===== config.mk =====
export PLATFORM = sky130hd
export DESIGN_NAME = htlm_ctrl
export DESIGN_NICKNAME = d
export VERILOG_FILES = /design/src/rtl/core/htlm_pkg.sv /design/src/rtl/core/htlm_ctrl.sv
export VERILOG_INCLUDE_DIRS = /design/src /design/src/rtl/core
export SDC_FILE = /design/constraint.sdc
export NUM_CORES = 1
export LEC_CHECK = 0
export BUFFER_PORTS_ARGS = -buffer_cell sky130_fd_sc_hd__buf_4
export CORE_UTILIZATION = 44
export CTS_BUF_LIST = sky130_fd_sc_hd__clkbuf_16
export CTS_CLUSTER_SIZE = 28
export DETAILED_ROUTE_END_ITERATION = 8
export PLACE_DENSITY = 0.78
export SLEW_MARGIN = 10
export SYNTH_ARGS = -nofsm -noshare
export SYNTH_HDL_FRONTEND = slang
export SYNTH_SLANG_ARGS = --single-unit

===== constraint.sdc =====
create_clock -name clk -period 1.8 [get_ports clk]
set_clock_uncertainty 0.05 [all_clocks]
set_input_delay 0.36 -clock clk [delete_from_list [all_inputs] [get_ports clk]]
set_output_delay 0.36 -clock clk [all_outputs]
set_load 0.01 [all_outputs]

===== src/rtl/core/hierarchical_tree_lock_manager_top_macros.svh =====
// ----------------------------------------------------------------------------
// Assertion macros for the tree lock manager
// Clocked on clk, disabled while arst_n is low.
// ----------------------------------------------------------------------------
`ifndef HIERARCHICAL_TREE_LOCK_MANAGER_TOP_MACROS_SVH
`define HIERARCHICAL_TREE_LOCK_MANAGER_TOP_MACROS_SVH

// same-cycle implication
`define HTLM_ASSERT_IMP(lbl, ante, cons) \
	lbl: assert property (@(posedge clk) disable iff (!arst_n) (ante) |-> (cons)) \
	else $error("same-cycle check failed");

// next-cycle implication
`define HTLM_ASSERT_NXT(lbl, ante, cons) \
	lbl: assert property (@(posedge clk) disable iff (!arst_n) (ante) |=> (cons)) \
	else $error("next-cycle check failed");

`endif


===== src/rtl/core/htlm_pkg.sv =====
// ----------------------------------------------------------------------------
// htlm_pkg
// Types, constants and codes shared by the tree lock manager modules.
// ----------------------------------------------------------------------------
package htlm_pkg;

	localparam int MAX_NODES_DEF    = 1024;
	localparam int USER_ID_BITS_DEF = 16;

	localparam int OPCODE_W     = 2;
	localparam int NODE_INDEX_W = 10;
	localparam int USER_ID_W    = 16;
	localparam int BF_W         = 5;
	localparam int NC_W         = 11;
	localparam int CFG_IDX_W    = 1;
	localparam int CFG_DATA_W   = 11;

	localparam logic [BF_W-1:0] BF_RESET = 5'd2;
	localparam logic [NC_W-1:0] NC_RESET = 11'd1024;

	localparam logic [CFG_IDX_W-1:0] CFG_BRANCHING = 1'b0;
	localparam logic [CFG_IDX_W-1:0] CFG_NODE_COUNT = 1'b1;

	typedef enum logic [OPCODE_W-1:0] {
		OP_LOCK    = 2'd0,
		OP_UNLOCK  = 2'd1,
		OP_UPGRADE = 2'd2
	} op_t;

	typedef enum logic [4:0] {
		S_CLEAR,
		S_IDLE,
		S_NRD,
		S_NEV,
		S_AC_TEST,
		S_AC_DIV,
		S_AC_RD,
		S_AC_EV,
		S_P1_FIRST,
		S_P1_NEXT,
		S_P1_TEST,
		S_P1_RD,
		S_P1_EV,
		S_P2_FIRST,
		S_P2_NEXT,
		S_P2_TEST,
		S_P2_WR,
		S_COMMIT,
		S_AD_TEST,
		S_AD_DIV,
		S_AD_RD,
		S_AD_WR,
		S_OK,
		S_FAIL
	} st_t;

	typedef struct packed {
		logic capture;
		logic rd_node;
		logic anc_init;
		logic div_start;
		logic cur_load;
		logic rd_cur;
		logic lvl_load;
		logic lvl_first;
		logic rd_idx;
		logic found_inc;
		logic idx_inc;
		logic wr_zero_idx;
		logic wr_node;
		logic wr_cur_adj;
		logic clr_init;
		logic clr_wr;
	} cmd_t;

	typedef struct packed {
		logic node_ok;
		logic is_unlock;
		logic is_upgrade;
		logic cur_zero;
		logic div_done;
		logic rd_locked;
		logic owner_ok;
		logic lo_ge_n;
		logic idx_gt_hi;
		logic found_zero;
		logic clr_last;
	} sts_t;

endpackage


===== src/rtl/core/htlm_ctrl.sv =====
// ----------------------------------------------------------------------------
// htlm_ctrl
// Request sequencer: node check, ancestor walks, subtree passes, clearing.
// ----------------------------------------------------------------------------
`include "hierarchical_tree_lock_manager_top_macros.svh"

module htlm_ctrl (
	input  logic            clk,
	input  logic            arst_n,
	input  logic            start,
	input  logic            cfg_we,
	input  htlm_pkg::sts_t  sts,
	output htlm_pkg::cmd_t  cmd,
	output logic            busy,
	output logic            done,
	output logic            success
);

	htlm_pkg::st_t st_q;
	htlm_pkg::st_t st_d;

	always_ff @(posedge clk or negedge arst_n) begin
		if (!arst_n) begin
			st_q <= htlm_pkg::S_CLEAR;
		end else begin
			st_q <= st_d;
		end
	end

	always_comb begin
		st_d = st_q;
		unique case (st_q)
			htlm_pkg::S_CLEAR:    if (sts.clr_last) st_d = htlm_pkg::S_IDLE;
			htlm_pkg::S_IDLE:     if (start) st_d = htlm_pkg::S_NRD;
			htlm_pkg::S_NRD:      st_d = htlm_pkg::S_NEV;
			htlm_pkg::S_NEV: begin
				priority if (!sts.node_ok) st_d = htlm_pkg::S_FAIL;
				else if (sts.is_unlock) st_d = htlm_pkg::S_COMMIT;
				else st_d = htlm_pkg::S_AC_TEST;
			end
			htlm_pkg::S_AC_TEST: begin
				priority if (!sts.cur_zero) st_d = htlm_pkg::S_AC_DIV;
				else if (sts.is_upgrade) st_d = htlm_pkg::S_P1_FIRST;
				else st_d = htlm_pkg::S_COMMIT;
			end
			htlm_pkg::S_AC_DIV:   if (sts.div_done) st_d = htlm_pkg::S_AC_RD;
			htlm_pkg::S_AC_RD:    st_d = htlm_pkg::S_AC_EV;
			htlm_pkg::S_AC_EV:
				st_d = sts.rd_locked ? htlm_pkg::S_FAIL : htlm_pkg::S_AC_TEST;
			htlm_pkg::S_P1_FIRST: st_d = htlm_pkg::S_P1_TEST;
			htlm_pkg::S_P1_NEXT:  st_d = htlm_pkg::S_P1_TEST;
			htlm_pkg::S_P1_TEST: begin
				priority if (sts.lo_ge_n)
					st_d = sts.found_zero ? htlm_pkg::S_FAIL : htlm_pkg::S_P2_FIRST;
				else if (sts.idx_gt_hi) st_d = htlm_pkg::S_P1_NEXT;
				else st_d = htlm_pkg::S_P1_RD;
			end
			htlm_pkg::S_P1_RD:    st_d = htlm_pkg::S_P1_EV;
			htlm_pkg::S_P1_EV:
				st_d = sts.owner_ok ? htlm_pkg::S_P1_TEST : htlm_pkg::S_FAIL;
			htlm_pkg::S_P2_FIRST: st_d = htlm_pkg::S_P2_TEST;
			htlm_pkg::S_P2_NEXT:  st_d = htlm_pkg::S_P2_TEST;
			htlm_pkg::S_P2_TEST: begin
				priority if (sts.lo_ge_n) st_d = htlm_pkg::S_COMMIT;
				else if (sts.idx_gt_hi) st_d = htlm_pkg::S_P2_NEXT;
				else st_d = htlm_pkg::S_P2_WR;
			end
			htlm_pkg::S_P2_WR:    st_d = htlm_pkg::S_P2_TEST;
			htlm_pkg::S_COMMIT:   st_d = htlm_pkg::S_AD_TEST;
			htlm_pkg::S_AD_TEST:
				st_d = sts.cur_zero ? htlm_pkg::S_OK : htlm_pkg::S_AD_DIV;
			htlm_pkg::S_AD_DIV:   if (sts.div_done) st_d = htlm_pkg::S_AD_RD;
			htlm_pkg::S_AD_RD:    st_d = htlm_pkg::S_AD_WR;
			htlm_pkg::S_AD_WR:    st_d = htlm_pkg::S_AD_TEST;
			htlm_pkg::S_OK:       st_d = htlm_pkg::S_IDLE;
			htlm_pkg::S_FAIL:     st_d = htlm_pkg::S_IDLE;
			default:              st_d = htlm_pkg::S_CLEAR;
		endcase
		if (cfg_we) st_d = htlm_pkg::S_CLEAR;
	end

	always_comb begin
		cmd          = '0;
		cmd.clr_init = cfg_we;
		unique case (st_q)
			htlm_pkg::S_CLEAR:    cmd.clr_wr = 1'b1;
			htlm_pkg::S_IDLE:     cmd.capture = start && !cfg_we;
			htlm_pkg::S_NRD:      cmd.rd_node = 1'b1;
			htlm_pkg::S_NEV:      cmd.anc_init = 1'b1;
			htlm_pkg::S_AC_TEST,
			htlm_pkg::S_AD_TEST:  cmd.div_start = !sts.cur_zero;
			htlm_pkg::S_AC_DIV,
			htlm_pkg::S_AD_DIV:   cmd.cur_load = sts.div_done;
			htlm_pkg::S_AC_RD,
			htlm_pkg::S_AD_RD:    cmd.rd_cur = 1'b1;
			htlm_pkg::S_P1_FIRST,
			htlm_pkg::S_P2_FIRST: begin
				cmd.lvl_load  = 1'b1;
				cmd.lvl_first = 1'b1;
			end
			htlm_pkg::S_P1_NEXT,
			htlm_pkg::S_P2_NEXT:  cmd.lvl_load = 1'b1;
			htlm_pkg::S_P1_RD:    cmd.rd_idx = 1'b1;
			htlm_pkg::S_P1_EV: begin
				cmd.found_inc = 1'b1;
				cmd.idx_inc   = 1'b1;
			end
			htlm_pkg::S_P2_WR: begin
				cmd.wr_zero_idx = 1'b1;
				cmd.idx_inc     = 1'b1;
			end
			htlm_pkg::S_COMMIT: begin
				cmd.wr_node  = 1'b1;
				cmd.anc_init = 1'b1;
			end
			htlm_pkg::S_AD_WR:    cmd.wr_cur_adj = 1'b1;
			default:              cmd.clr_init = cfg_we;
		endcase
	end

	assign busy    = st_q != htlm_pkg::S_IDLE;
	assign done    = (st_q == htlm_pkg::S_OK) || (st_q == htlm_pkg::S_FAIL);
	assign success = st_q == htlm_pkg::S_OK;

	`HTLM_ASSERT_IMP(a_done_while_busy, done, busy)
	`HTLM_ASSERT_NXT(a_done_single, done, !done)
	`HTLM_ASSERT_NXT(a_accept_reads, start && !busy && !cfg_we, st_q == htlm_pkg::S_NRD)

endmodule


==> results.py, run 1 <==
metrics = {
    "place": {
        "portBuffers": 33,
        "placed_area_mm2": 0.00131,
        "hpwlAfterDp_um": 2490,
        "pre_cts_ws_ns": -0.152,
        "gp_congestion": 0.928,
        "placed_cells": 199,
    },
    "floorplanning": {
        "die_h_um": 46.6,
        "num_rows": 15,
        "io_pins": 34,
        "die_w_um": 46.6,
        "start_util": 0.487,
    },
    "yosys": {
        "seq_area_frac_synth": 0.143,
        "avgSynthCellArea_um2": 6.96,
        "synth_top_area_cell": "dfrtp_1",
        "synthAdderAreaFrac": 0,
        "ys_types": 46,
        "ys_warn_count": 0,
        "synthXorXnorAreaFrac": 0.00999,
        "synth-compound-area-share": 0.332,
        "async_reset_ff_frac": 1.00,
        "synth_edf_count": 0,
        "ys_top_cells_by_area": "dfrtp_1, nand2_1, nor2_1",
        "syn_inst": 126,
        "postSynthNetCount": 141,
        "syn_area_um2": 877,
        "synth_top_family_by_area": "simple AND/OR/NAND/NOR gates",
        "synth_top_area_frac": 0.143,
        "synthSimpleGateAreaFrac": 0.407,
        "yosys-mux-area-fraction": 0.0114,
        "synthFlopType": "dfrtp_1",
        "ys_ff_latch": 5,
    },
    "status": {
        "outcome": "did not finish",
        "tool.error": "[ERROR DPL-0038] Utilization greater than 100%, impossible to legalize",
        "haltStage": "5_1_grt",
    },
    "clock_tree": {
        "root_buffer": "clkbuf_16",
        "htree_levels": 1,
        "cts.sinks": 5,
        "ctsLongestPathBuffers": 2,
        "cts_buffers": 3,
    },
    "timing": {
        "endpoint_type": "output port",
        "crit_endpoint": "cmd[15]",
    },
    "global_routing": {
        "grt_max_degree": 14,
    },
}
-- cell families after synthesis --
family / Yosys count
AOI/OAI and AO/OA: 39
xor gates and xnor gates: 1
buffers and inverters: 17
DFF: 5
muxes: 1
and+or+nand+nor: 63
-- synth_stat cells, types with 2 or more instances --
| master | count |
|---|---|
| nand2_1 | 13 |
| nor2_1 | 12 |
| a21oi_1 | 6 |
| buf_2 | 5 |
| dfrtp_1 | 5 |
| inv_1 | 5 |
| nor3_1 | 5 |
| o21ai_0 | 5 |
| a211oi_1 | 4 |
| a31oi_1 | 4 |
| nand2b_1 | 4 |
| nor2b_1 | 4 |
| o22ai_1 | 4 |
| nand3_1 | 3 |
| nand3b_1 | 3 |
| nor4b_1 | 3 |
| o21ai_1 | 3 |
| a32oi_1 | 2 |
| and2_1 | 2 |
| and3_1 | 2 |
| buf_4 | 2 |
| clkbuf_1 | 2 |
| nor3b_1 | 2 |
| nor4_1 | 2 |
| o31ai_1 | 2 |
| or2_1 | 2 |
-- stage by stage --
| stage | hold WS [ns] | utilization | setup TNS [ns] |
|---|---|---|---|
| floorplan | 0.0144 | - | -0.0613 |
| global placement | 0.112 | 0.725 | -0.0461 |
| detailed placement | 0.115 | 0.725 | -0.203 |
| CTS | 0.352 | 0.902 | -1.09 |
-- repair_timing --
item,CTS
setup buffers,13
endpoints found under the hold margin,5
hold buffers,1
gates cloned,1
gates resized for setup,34
pin swaps,13
setup endpoints to repair,17
==> run 2, diff against run 1 <==
- CORE_AREA: default -> 2 2 63 65
- CORE_UTILIZATION: 44 -> default
- CTS_BUF_LIST: sky130_fd_sc_hd__clkbuf_16 -> default
- CTS_CLUSTER_SIZE: 28 -> default
- DIE_AREA: default -> 0 0 65 67
- PLACE_DENSITY: 0.78 -> default
- PLACE_DENSITY_LB_ADDON: default -> 0.15
- clock period: 1.8 -> 2.3 ns (I/O delays scaled with it)
==> results.py, run 2 <==
metrics = {
    "status": {
        "outcome": "finished, final reports clean",
    },
    "critical_path": {
        "critPathMaxFanout": 8,
        "crit_slowest_cell": "dfrtp_1",
        "crit_family": "simple AND/OR/NAND/NOR gates",
        "regToRegSetupSlack_ns": 0.25,
        "cp_cell_sequence": "or3b_1, and2_1, nor4b_1, buf_4",
        "slowest_delay_ns": 0.45,
        "end_kind": "output port",
        "start_kind": "flip-flop",
        "crit_buf_inv": 1,
        "arrival_ns": 1.77,
        "rr_worst_depth": 5,
        "reg2reg_to": "st_q[2]$_DFFE_PN0P_",
        "critPathKind": "flip-flop to output port",
        "r2r-start": "st_q[0]$_DFFE_PN0P_",
        "required_ns": 1.79,
    },
    "yosys": {
        "synthFlopType": "dfrtp_1",
        "async_reset_ff_frac": 1.00,
        "synth_top_area_frac": 0.143,
        "syn_inst": 126,
        "ys_warn_count": 0,
        "ys_ff_latch": 5,
        "syn_area_um2": 877,
        "synth_edf_count": 0,
        "ys_types": 46,
        "ys_top_cells_by_count": "nand2_1, nor2_1, a21oi_1",
        "postSynthNetCount": 141,
        "ys_top_cells_by_area": "dfrtp_1, nand2_1, nor2_1",
        "synth_top_area_cell": "dfrtp_1",
        "avgSynthCellArea_um2": 6.96,
        "synth.most_common_cell": "nand2_1",
        "seq_area_frac_synth": 0.143,
    },
    "detailed_routing": {
        "drt_iter0_drc": 44,
        "drc": 0,
        "wire_per_inst_um": 14.7,
        "vias": 1152,
        "wirelength_um": 3120,
        "highest_layer": "met4",
        "viasPerCell": 5.43,
        "met3_wirelength_um": 211,
        "wl_met1_um": 1340,
        "ant_nets": 0,
        "wl_met2_um": 1470,
        "first_pass_iters": 4,
    },
    "worst_hold_path": {
        "hold_path.class": "input port to flip-flop",
        "hold_start": "cfg_we",
        "whs_path_depth": 2,
        "min_to": "st_q[0]$_DFFE_PN0P_",
    },
    "clock_tree": {
        "htree_levels": 1,
        "cts.sinks": 5,
        "root_buffer": "clkbuf_8",
        "post_cts_buffers": 0,
        "clock_latency_ns": 0.22,
        "cts_buffers": 3,
        "cts_tree": "yes",
        "ctsLongestPathBuffers": 2,
        "ctsResizeCount": 0,
        "clk_pin_slew_ns": 0.04,
    },
    "global_routing": {
        "grt_pass1_vias": 1090,
        "grt_max_degree": 21,
        "grt_pass1_wl_um": 5090,
        "antenna_found_initial": 0,
        "overflow": 0,
        "grt_use_total": 0.151,
    },
    "power_and_ir_drop": {
        "power.leakage_nw": 0.525,
        "comb_power_share": 0.723,
        "power.total_w": 0.00117,
        "worst_ir_drop_vdd_mv": 0.303,
        "p_switching_w": 0.000574,
        "pwr-share-seq": 0.139,
        "power_frac_clock": 0.139,
        "power_density_mw_per_mm2": 932,
        "power_switching_share": 0.489,
        "internal-power_w": 0.000600,
    },
    "place": {
        "pre_cts_ws_ns": 0.245,
        "hpwlAfterDp_um": 2470,
        "placed_area_mm2": 0.00120,
        "gp_congestion": 0.849,
        "portBuffers": 33,
    },
    "finish": {
        "top_regs": "st_q x5",
        "fin_nets": 180,
        "multi_input_area_um2": 667,
        "final_common_cell": "buf_4",
        "regArea_um2": 125,
        "drive_gt1_frac": 0.317,
        "final_cell_mix": "buf_4, nand2_1, nor2_1",
        "regMostFlops": "st_q",
        "largest_register_ffs": 5,
        "design_area_mm2": 0.00126,
        "area_growth_pct": 43.7,
        "fill_cells": 391,
        "n_antenna_cell": 0,
    },
    "floorplanning": {
        "num_rows": 22,
        "die_h_um": 67,
        "die_w_um": 65,
        "die_area_mm2": 0.00436,
        "io_pins": 34,
        "start_util": 0.243,
        "core-area_mm2": 0.00361,
    },
    "timing": {
        "clock.fmax_mhz": 439,
        "rsz0062_at_grt": "true",
        "setup_viol": 0,
        "post-route-min-period_ns": 2.28,
        "max_slew_margin": 0.689,
        "fin_ws_ns": 0.0243,
        "fin_crit_sh": 0.989,
        "hold_viol": 0,
        "tightest_slew_ns": 0.464,
        "slew_viol_final": 0,
        "hold_ws_ns": 0.455,
    },
    "job": {
        "max_cap_violations": 0,
    },
}
## run 2: cell counts after synthesis
No cell type changed its count.
## run 2: cell type report
cell class / instances / share of cell area
inverter: 6 / 0.0179
timing repair buffer: 45 / 0.270
clock buffer: 4 / 0.0357
multi-input combinational: 104 / 0.529
tap: 48 / 0.0477
sequential: 5 / 0.0993
## run 2: routing by layer
| metal | vias to the layer above | track usage |
|---|---|---|
| met5 | - | 0 |
| met4 | 0 | 0.0904 |
| met3 | 8 | 0.0186 |
| met2 | 52 | 0.255 |
| met1 | 546 | 0.182 |
| li1 | 546 | - |
## run 2: worst max path at each step
stage	depth (start not counted)	endpoint	startpoint
finish	4	cmd[11]	st_q[4]$_DFFE_PN0P_
global placement	5	st_q[2]$_DFFE_PN0P_	st_q[0]$_DFFE_PN0P_
floorplan	4	cmd[15]	st_q[2]$_DFFE_PN0P_
detailed placement	4	cmd[11]	st_q[4]$_DFFE_PN0P_
CTS	4	cmd[11]	st_q[4]$_DFFE_PN0P_
global route	4	cmd[12]	st_q[4]$_DFFE_PN0P_
## run 2: metrics by stage
stage | utilization | TNS, ns | instances
floorplan | - | 0 | 126
global placement | 0.334 | 0 | 207
detailed placement | 0.334 | 0 | 207
CTS | 0.349 | 0 | 212
global route | 0.349 | -0.0992 | 212
finish | 0.349 | 0 | 212
## run 2: cells by family (layout without fill, tap and decap cells)
logic type	Yosys count	in the layout	share of synthesized area
muxes	1	1	0.0114
DFF	5	5	0.143
buffers and inverters	17	55	0.0970
and+or+nand+nor	63	63	0.407
AOI/OAI and AO/OA	39	39	0.332
xor gates and xnor gates	1	1	0.00999
## run 2: repair_timing
action	in CTS	in global routing
hold buffers	1	0
endpoints found under the hold margin	5	0
endpoints found under the setup margin	0	2
## run 2: power groups by stage
stage	clock, W	combinational (W)	sequential [W]
global placement	0	0.000851	0.000161
CTS	0.000165	0.000843	0.000161
floorplan	0	0.000575	0.000126
finish	0.000163	0.000849	0.000163
global route	0.000172	0.000930	0.000166
detailed placement	0	0.000837	0.000161
Note: power is estimated with default switching activity, not from simulation.
==> run 3, diff against run 2 <==
- CELL_PAD_IN_SITES_DETAIL_PLACEMENT: default -> 0
- CELL_PAD_IN_SITES_GLOBAL_PLACEMENT: default -> 2
==> results.py, run 3 (same netlist as run 2, synthesis figures left out) <==
metrics = {
    "status": {
        "outcome": "finished, final reports clean",
    },
    "place": {
        "gp_congestion": 0.828,
        "placed_area_mm2": 0.00120,
        "hpwlAfterDp_um": 2500,
        "portBuffers": 33,
    },
    "worst_hold_path": {
        "hold_path.class": "input port to flip-flop",
        "hold_start": "cfg_we",
        "min_to": "st_q[0]$_DFFE_PN0P_",
        "whs_path_depth": 2,
    },
    "critical_path": {
        "required_ns": 1.79,
        "critPathMaxFanout": 11,
        "end_kind": "output port",
        "r2r-start": "st_q[4]$_DFFE_PN0P_",
        "critPathKind": "flip-flop to output port",
        "arrival_ns": 1.71,
        "start_kind": "flip-flop",
        "reg2reg_to": "st_q[0]$_DFFE_PN0P_",
        "rr_worst_depth": 6,
        "regToRegSetupSlack_ns": 0.27,
    },
    "finish": {
        "area_growth_pct": 45.5,
        "final_cell_mix": "buf_4, nand2_1, nor2_1",
        "largest_register_ffs": 5,
        "top_regs": "st_q x5",
        "fill_cells": 406,
        "regMostFlops": "st_q",
        "final_util": 0.354,
        "fin_nets": 179,
        "design_area_mm2": 0.00128,
        "drive_gt1_frac": 0.356,
        "final_common_cell": "buf_4",
        "n_antenna_cell": 0,
    },
    "detailed_routing": {
        "drt_iter0_drc": 48,
        "drc": 0,
        "wire_per_inst_um": 15.5,
        "vias": 1116,
        "viasPerCell": 5.29,
        "ant_nets": 0,
        "wirelength_um": 3270,
        "first_pass_iters": 4,
    },
    "clock_tree": {
        "clock_latency_ns": 0.22,
        "htree_levels": 1,
        "cts.sinks": 5,
        "post_cts_buffers": 0,
        "cts_buffers": 3,
        "clk_pin_slew_ns": 0.04,
        "root_buffer": "clkbuf_8",
        "cts_tree": "yes",
        "ctsLongestPathBuffers": 2,
    },
    "floorplanning": {
        "num_rows": 22,
        "start_util": 0.243,
        "core-area_mm2": 0.00361,
        "io_pins": 34,
        "die_h_um": 67,
        "die_area_mm2": 0.00436,
        "die_w_um": 65,
    },
    "job": {
        "max_cap_violations": 0,
    },
    "global_routing": {
        "grt_pass1_wl_um": 5080,
        "grt_pass1_vias": 1049,
        "overflow": 0,
        "antenna_found_initial": 0,
        "grt_max_degree": 15,
        "grt_use_total": 0.154,
    },
    "timing": {
        "hold_ws_ns": 0.459,
        "clock.fmax_mhz": 451,
        "max_slew_margin": 0.727,
        "setup_viol": 0,
        "slew_viol_final": 0,
        "hold_viol": 0,
        "tightest_slew_ns": 0.406,
        "fin_crit_sh": 0.965,
        "fin_setup_tns_ns": 0,
        "post-route-min-period_ns": 2.22,
    },
    "power_and_ir_drop": {
        "worst_ir_drop_vdd_mv": 0.342,
        "power.leakage_nw": 0.520,
        "power_density_mw_per_mm2": 935,
    },
}
## run 3: critical path: stages, from the launching register on
cell	delay (ns)
dfrtp_2	0.45
buf_4	0.20
nand3b_1	0.20
and2_1	0.24
nor4b_2	0.23
buf_4	0.16
## run 3: per-stage QoR
| step | setup slack, ns | power (W) | instances |
|---|---|---|---|
| 6_report | 0.0811 | 0.00119 | 211 |
| 5_1_grt | -0.0126 | 0.00128 | 211 |
| 4_1_cts | 0.0322 | 0.00116 | 211 |
| 3_5_place_dp | 0.218 | 0.000988 | 206 |
| 3_3_place_gp | 0.260 | 0.00100 | 206 |
| 2_1_floorplan | 0.253 | 0.000701 | 126 |
## run 3: metal layers
layer  wire (um)  share of wire  global-route usage
met1        1500           0.46               0.197
met2        1530           0.47               0.250
met3         155          0.047              0.0270
met4          86          0.026              0.0718
met5           0              0                   0
## run 3: how the worst max path moves through the flow
stage | start | end | slack, ns | cells after the start
after floorplan | st_q[2]$_DFFE_PN0P_ | cmd[15] | 0.25 | 4
after global placement | st_q[2]$_DFFE_PN0P_ | cmd[11] | 0.26 | 4
after detailed placement | st_q[2]$_DFFE_PN0P_ | cmd[11] | 0.22 | 4
after CTS | st_q[3]$_DFFE_PN0P_ | cmd[15] | 0.03 | 4
after global routing | st_q[2]$_DFFE_PN0P_ | cmd[11] | -0.01 | 5
final | st_q[2]$_DFFE_PN0P_ | cmd[11] | 0.08 | 5
## run 3: layout make-up
| class | count | area, um2 | area share |
|---|---|---|---|
| multi-input cells | 104 | 688 | 0.539 |
| repair buffers | 44 | 333 | 0.261 |
| well taps | 48 | 60.1 | 0.0471 |
| clock buffers | 4 | 45.0 | 0.0353 |
| inverters | 6 | 22.5 | 0.0176 |
| flip-flops and latches | 5 | 128 | 0.100 |
## run 3: repair_timing
action / in CTS / in global routing
endpoints found under the setup margin: 1 / 3
hold buffers: 1 / 0
gates resized for setup: 1 / 6
cloned: 0 / 0
endpoints found under the hold margin: 5 / 0
## run 3: power by group
part	total (W)	internal (W)	switching, W
sequential	0.000175	0.000117	0.0000580
clock	0.000168	0.000119	0.0000484
combinational	0.000850	0.000376	0.000474
total	0.00119	0.000612	0.000580
==> run 4, diff against run 3 <==
- CELL_PAD_IN_SITES_DETAIL_PLACEMENT: 0 -> 1
==> results.py, run 4 (same netlist as run 2, synthesis figures left out) <==
metrics = {
    "floorplanning": {
        "die_h_um": 67,
        "start_util": 0.243,
        "die_area_mm2": 0.00436,
        "die_w_um": 65,
        "core-area_mm2": 0.00361,
        "num_rows": 22,
        "io_pins": 34,
    },
    "timing": {
        "fin_crit_sh": 0.974,
        "max_slew_margin": 0.690,
        "hold_viol": 0,
        "fin_setup_tns_ns": 0,
        "post-route-min-period_ns": 2.24,
        "hold_ws_ns": 0.462,
        "clock.fmax_mhz": 446,
        "tightest_slew_ns": 0.462,
        "setup_viol": 0,
        "slew_viol_final": 0,
    },
    "place": {
        "gp_congestion": 0.828,
        "hpwlAfterDp_um": 2760,
        "portBuffers": 33,
        "placed_area_mm2": 0.00120,
    },
    "detailed_routing": {
        "vias": 1090,
        "viasPerCell": 5.14,
        "wirelength_um": 3500,
        "ant_nets": 0,
        "first_pass_iters": 4,
        "wire_per_inst_um": 16.5,
        "drt_iter0_drc": 44,
        "drc": 0,
    },
    "finish": {
        "largest_register_ffs": 5,
        "n_antenna_cell": 0,
        "design_area_mm2": 0.00130,
        "regMostFlops": "st_q",
        "final_cell_mix": "buf_4, nand2_1, nor2_1",
        "final_common_cell": "buf_4",
        "fill_cells": 459,
        "top_regs": "st_q x5",
        "drive_gt1_frac": 0.372,
        "final_util": 0.360,
        "fin_nets": 180,
        "area_growth_pct": 48.1,
    },
    "global_routing": {
        "grt_use_total": 0.167,
        "grt_max_degree": 15,
        "grt_pass1_wl_um": 5530,
        "antenna_found_initial": 0,
        "grt_pass1_vias": 1131,
        "overflow": 0,
    },
    "power_and_ir_drop": {
        "internal-power_w": 0.000623,
        "worst_ir_drop_vdd_mv": 0.239,
        "comb_power_share": 0.718,
        "power.total_w": 0.00122,
        "power_switching_share": 0.490,
        "power.leakage_nw": 0.528,
        "p_switching_w": 0.000600,
        "pwr-share-seq": 0.144,
        "power_frac_clock": 0.138,
        "power_density_mw_per_mm2": 942,
    },
    "clock_tree": {
        "ctsLongestPathBuffers": 2,
        "clk_pin_slew_ns": 0.04,
        "cts_tree": "yes",
        "clock_latency_ns": 0.23,
        "cts_buffers": 3,
        "htree_levels": 1,
        "cts.sinks": 5,
        "root_buffer": "clkbuf_8",
    },
    "critical_path": {
        "crit_buf_inv": 1,
        "start_kind": "flip-flop",
        "end_kind": "output port",
        "crit_family": "simple AND/OR/NAND/NOR gates",
        "critPathMaxFanout": 6,
        "critPathKind": "flip-flop to output port",
        "crit_slowest_cell": "or3b_1",
        "required_ns": 1.79,
        "slowest_delay_ns": 0.45,
        "arrival_ns": 1.73,
        "cp_cell_sequence": "or3b_1, and2_2, nor4b_2, buf_4",
    },
    "worst_hold_path": {
        "hold_path.class": "input port to flip-flop",
    },
    "status": {
        "outcome": "finished, final reports clean",
    },
    "job": {
        "max_cap_violations": 0,
    },
}
run 4: power by group through the flow:
stage	Combinational [W]	Clock [W]	Sequential, W
5_1_grt	0.000962	0.000179	0.000182
3_3_place_gp	0.000830	0	0.000174
3_5_place_dp	0.000834	0	0.000174
6_report	0.000878	0.000169	0.000177
2_1_floorplan	0.000575	0	0.000126
4_1_cts	0.000839	0.000170	0.000175
run 4: cell type report:
| cell class | instances | area [um2] | area share |
|---|---|---|---|
| multi-input cells | 104 | 701 | 0.539 |
| clock buffers | 4 | 45.0 | 0.0347 |
| repair buffers | 45 | 344 | 0.265 |
| inverters | 6 | 22.5 | 0.0173 |
| flip-flops and latches | 5 | 126 | 0.0973 |
| well taps | 48 | 60.1 | 0.0462 |
run 4: worst paths after layout:
kind / startpoint / end / slack, ns / cells past startpoint
worst min-delay path: cfg_we / st_q[0]$_DFFE_PN0P_ / 0.46 / 2
worst min register to register: st_q[4]$_DFFE_PN0P_ / st_q[4]$_DFFE_PN0P_ / 0.73 / 2
worst max register to register: st_q[3]$_DFFE_PN0P_ / st_q[2]$_DFFE_PN0P_ / 0.23 / 6
worst max-delay path: st_q[4]$_DFFE_PN0P_ / cmd[11] / 0.06 / 4
min in group asynchronous: arst_n / st_q[1]$_DFFE_PN0P_ / 0.54 / 2
max in group asynchronous: arst_n / st_q[2]$_DFFE_PN0P_ / 1.54 / 2
run 4: layer usage:
| metal | global-route usage | vias to the layer above | wire [um] |
|---|---|---|---|
| met5 | 0 | - | 0 |
| met4 | 0.0665 | 0 | 74 |
| met3 | 0.0220 | 7 | 86 |
| met2 | 0.272 | 25 | 1670 |
| met1 | 0.223 | 514 | 1680 |
| li1 | - | 544 | - |
run 4: metrics by stage:
stage / std cells / setup slack (ns)
2_1_floorplan: 126 / 0.253
3_3_place_gp: 206 / 0.260
3_5_place_dp: 206 / 0.233
4_1_cts: 211 / 0.0143
5_1_grt: 212 / -0.00391
6_report: 212 / 0.0603
run 4: what timing repair did:
item | in CTS | in global routing
hold buffers | 1 | 0
cloned | 0 | 0
resized for setup | 1 | 9
endpoints found under the setup margin | 1 | 5
buffers inserted | 0 | 1
endpoints found under the hold margin | 5 | 0
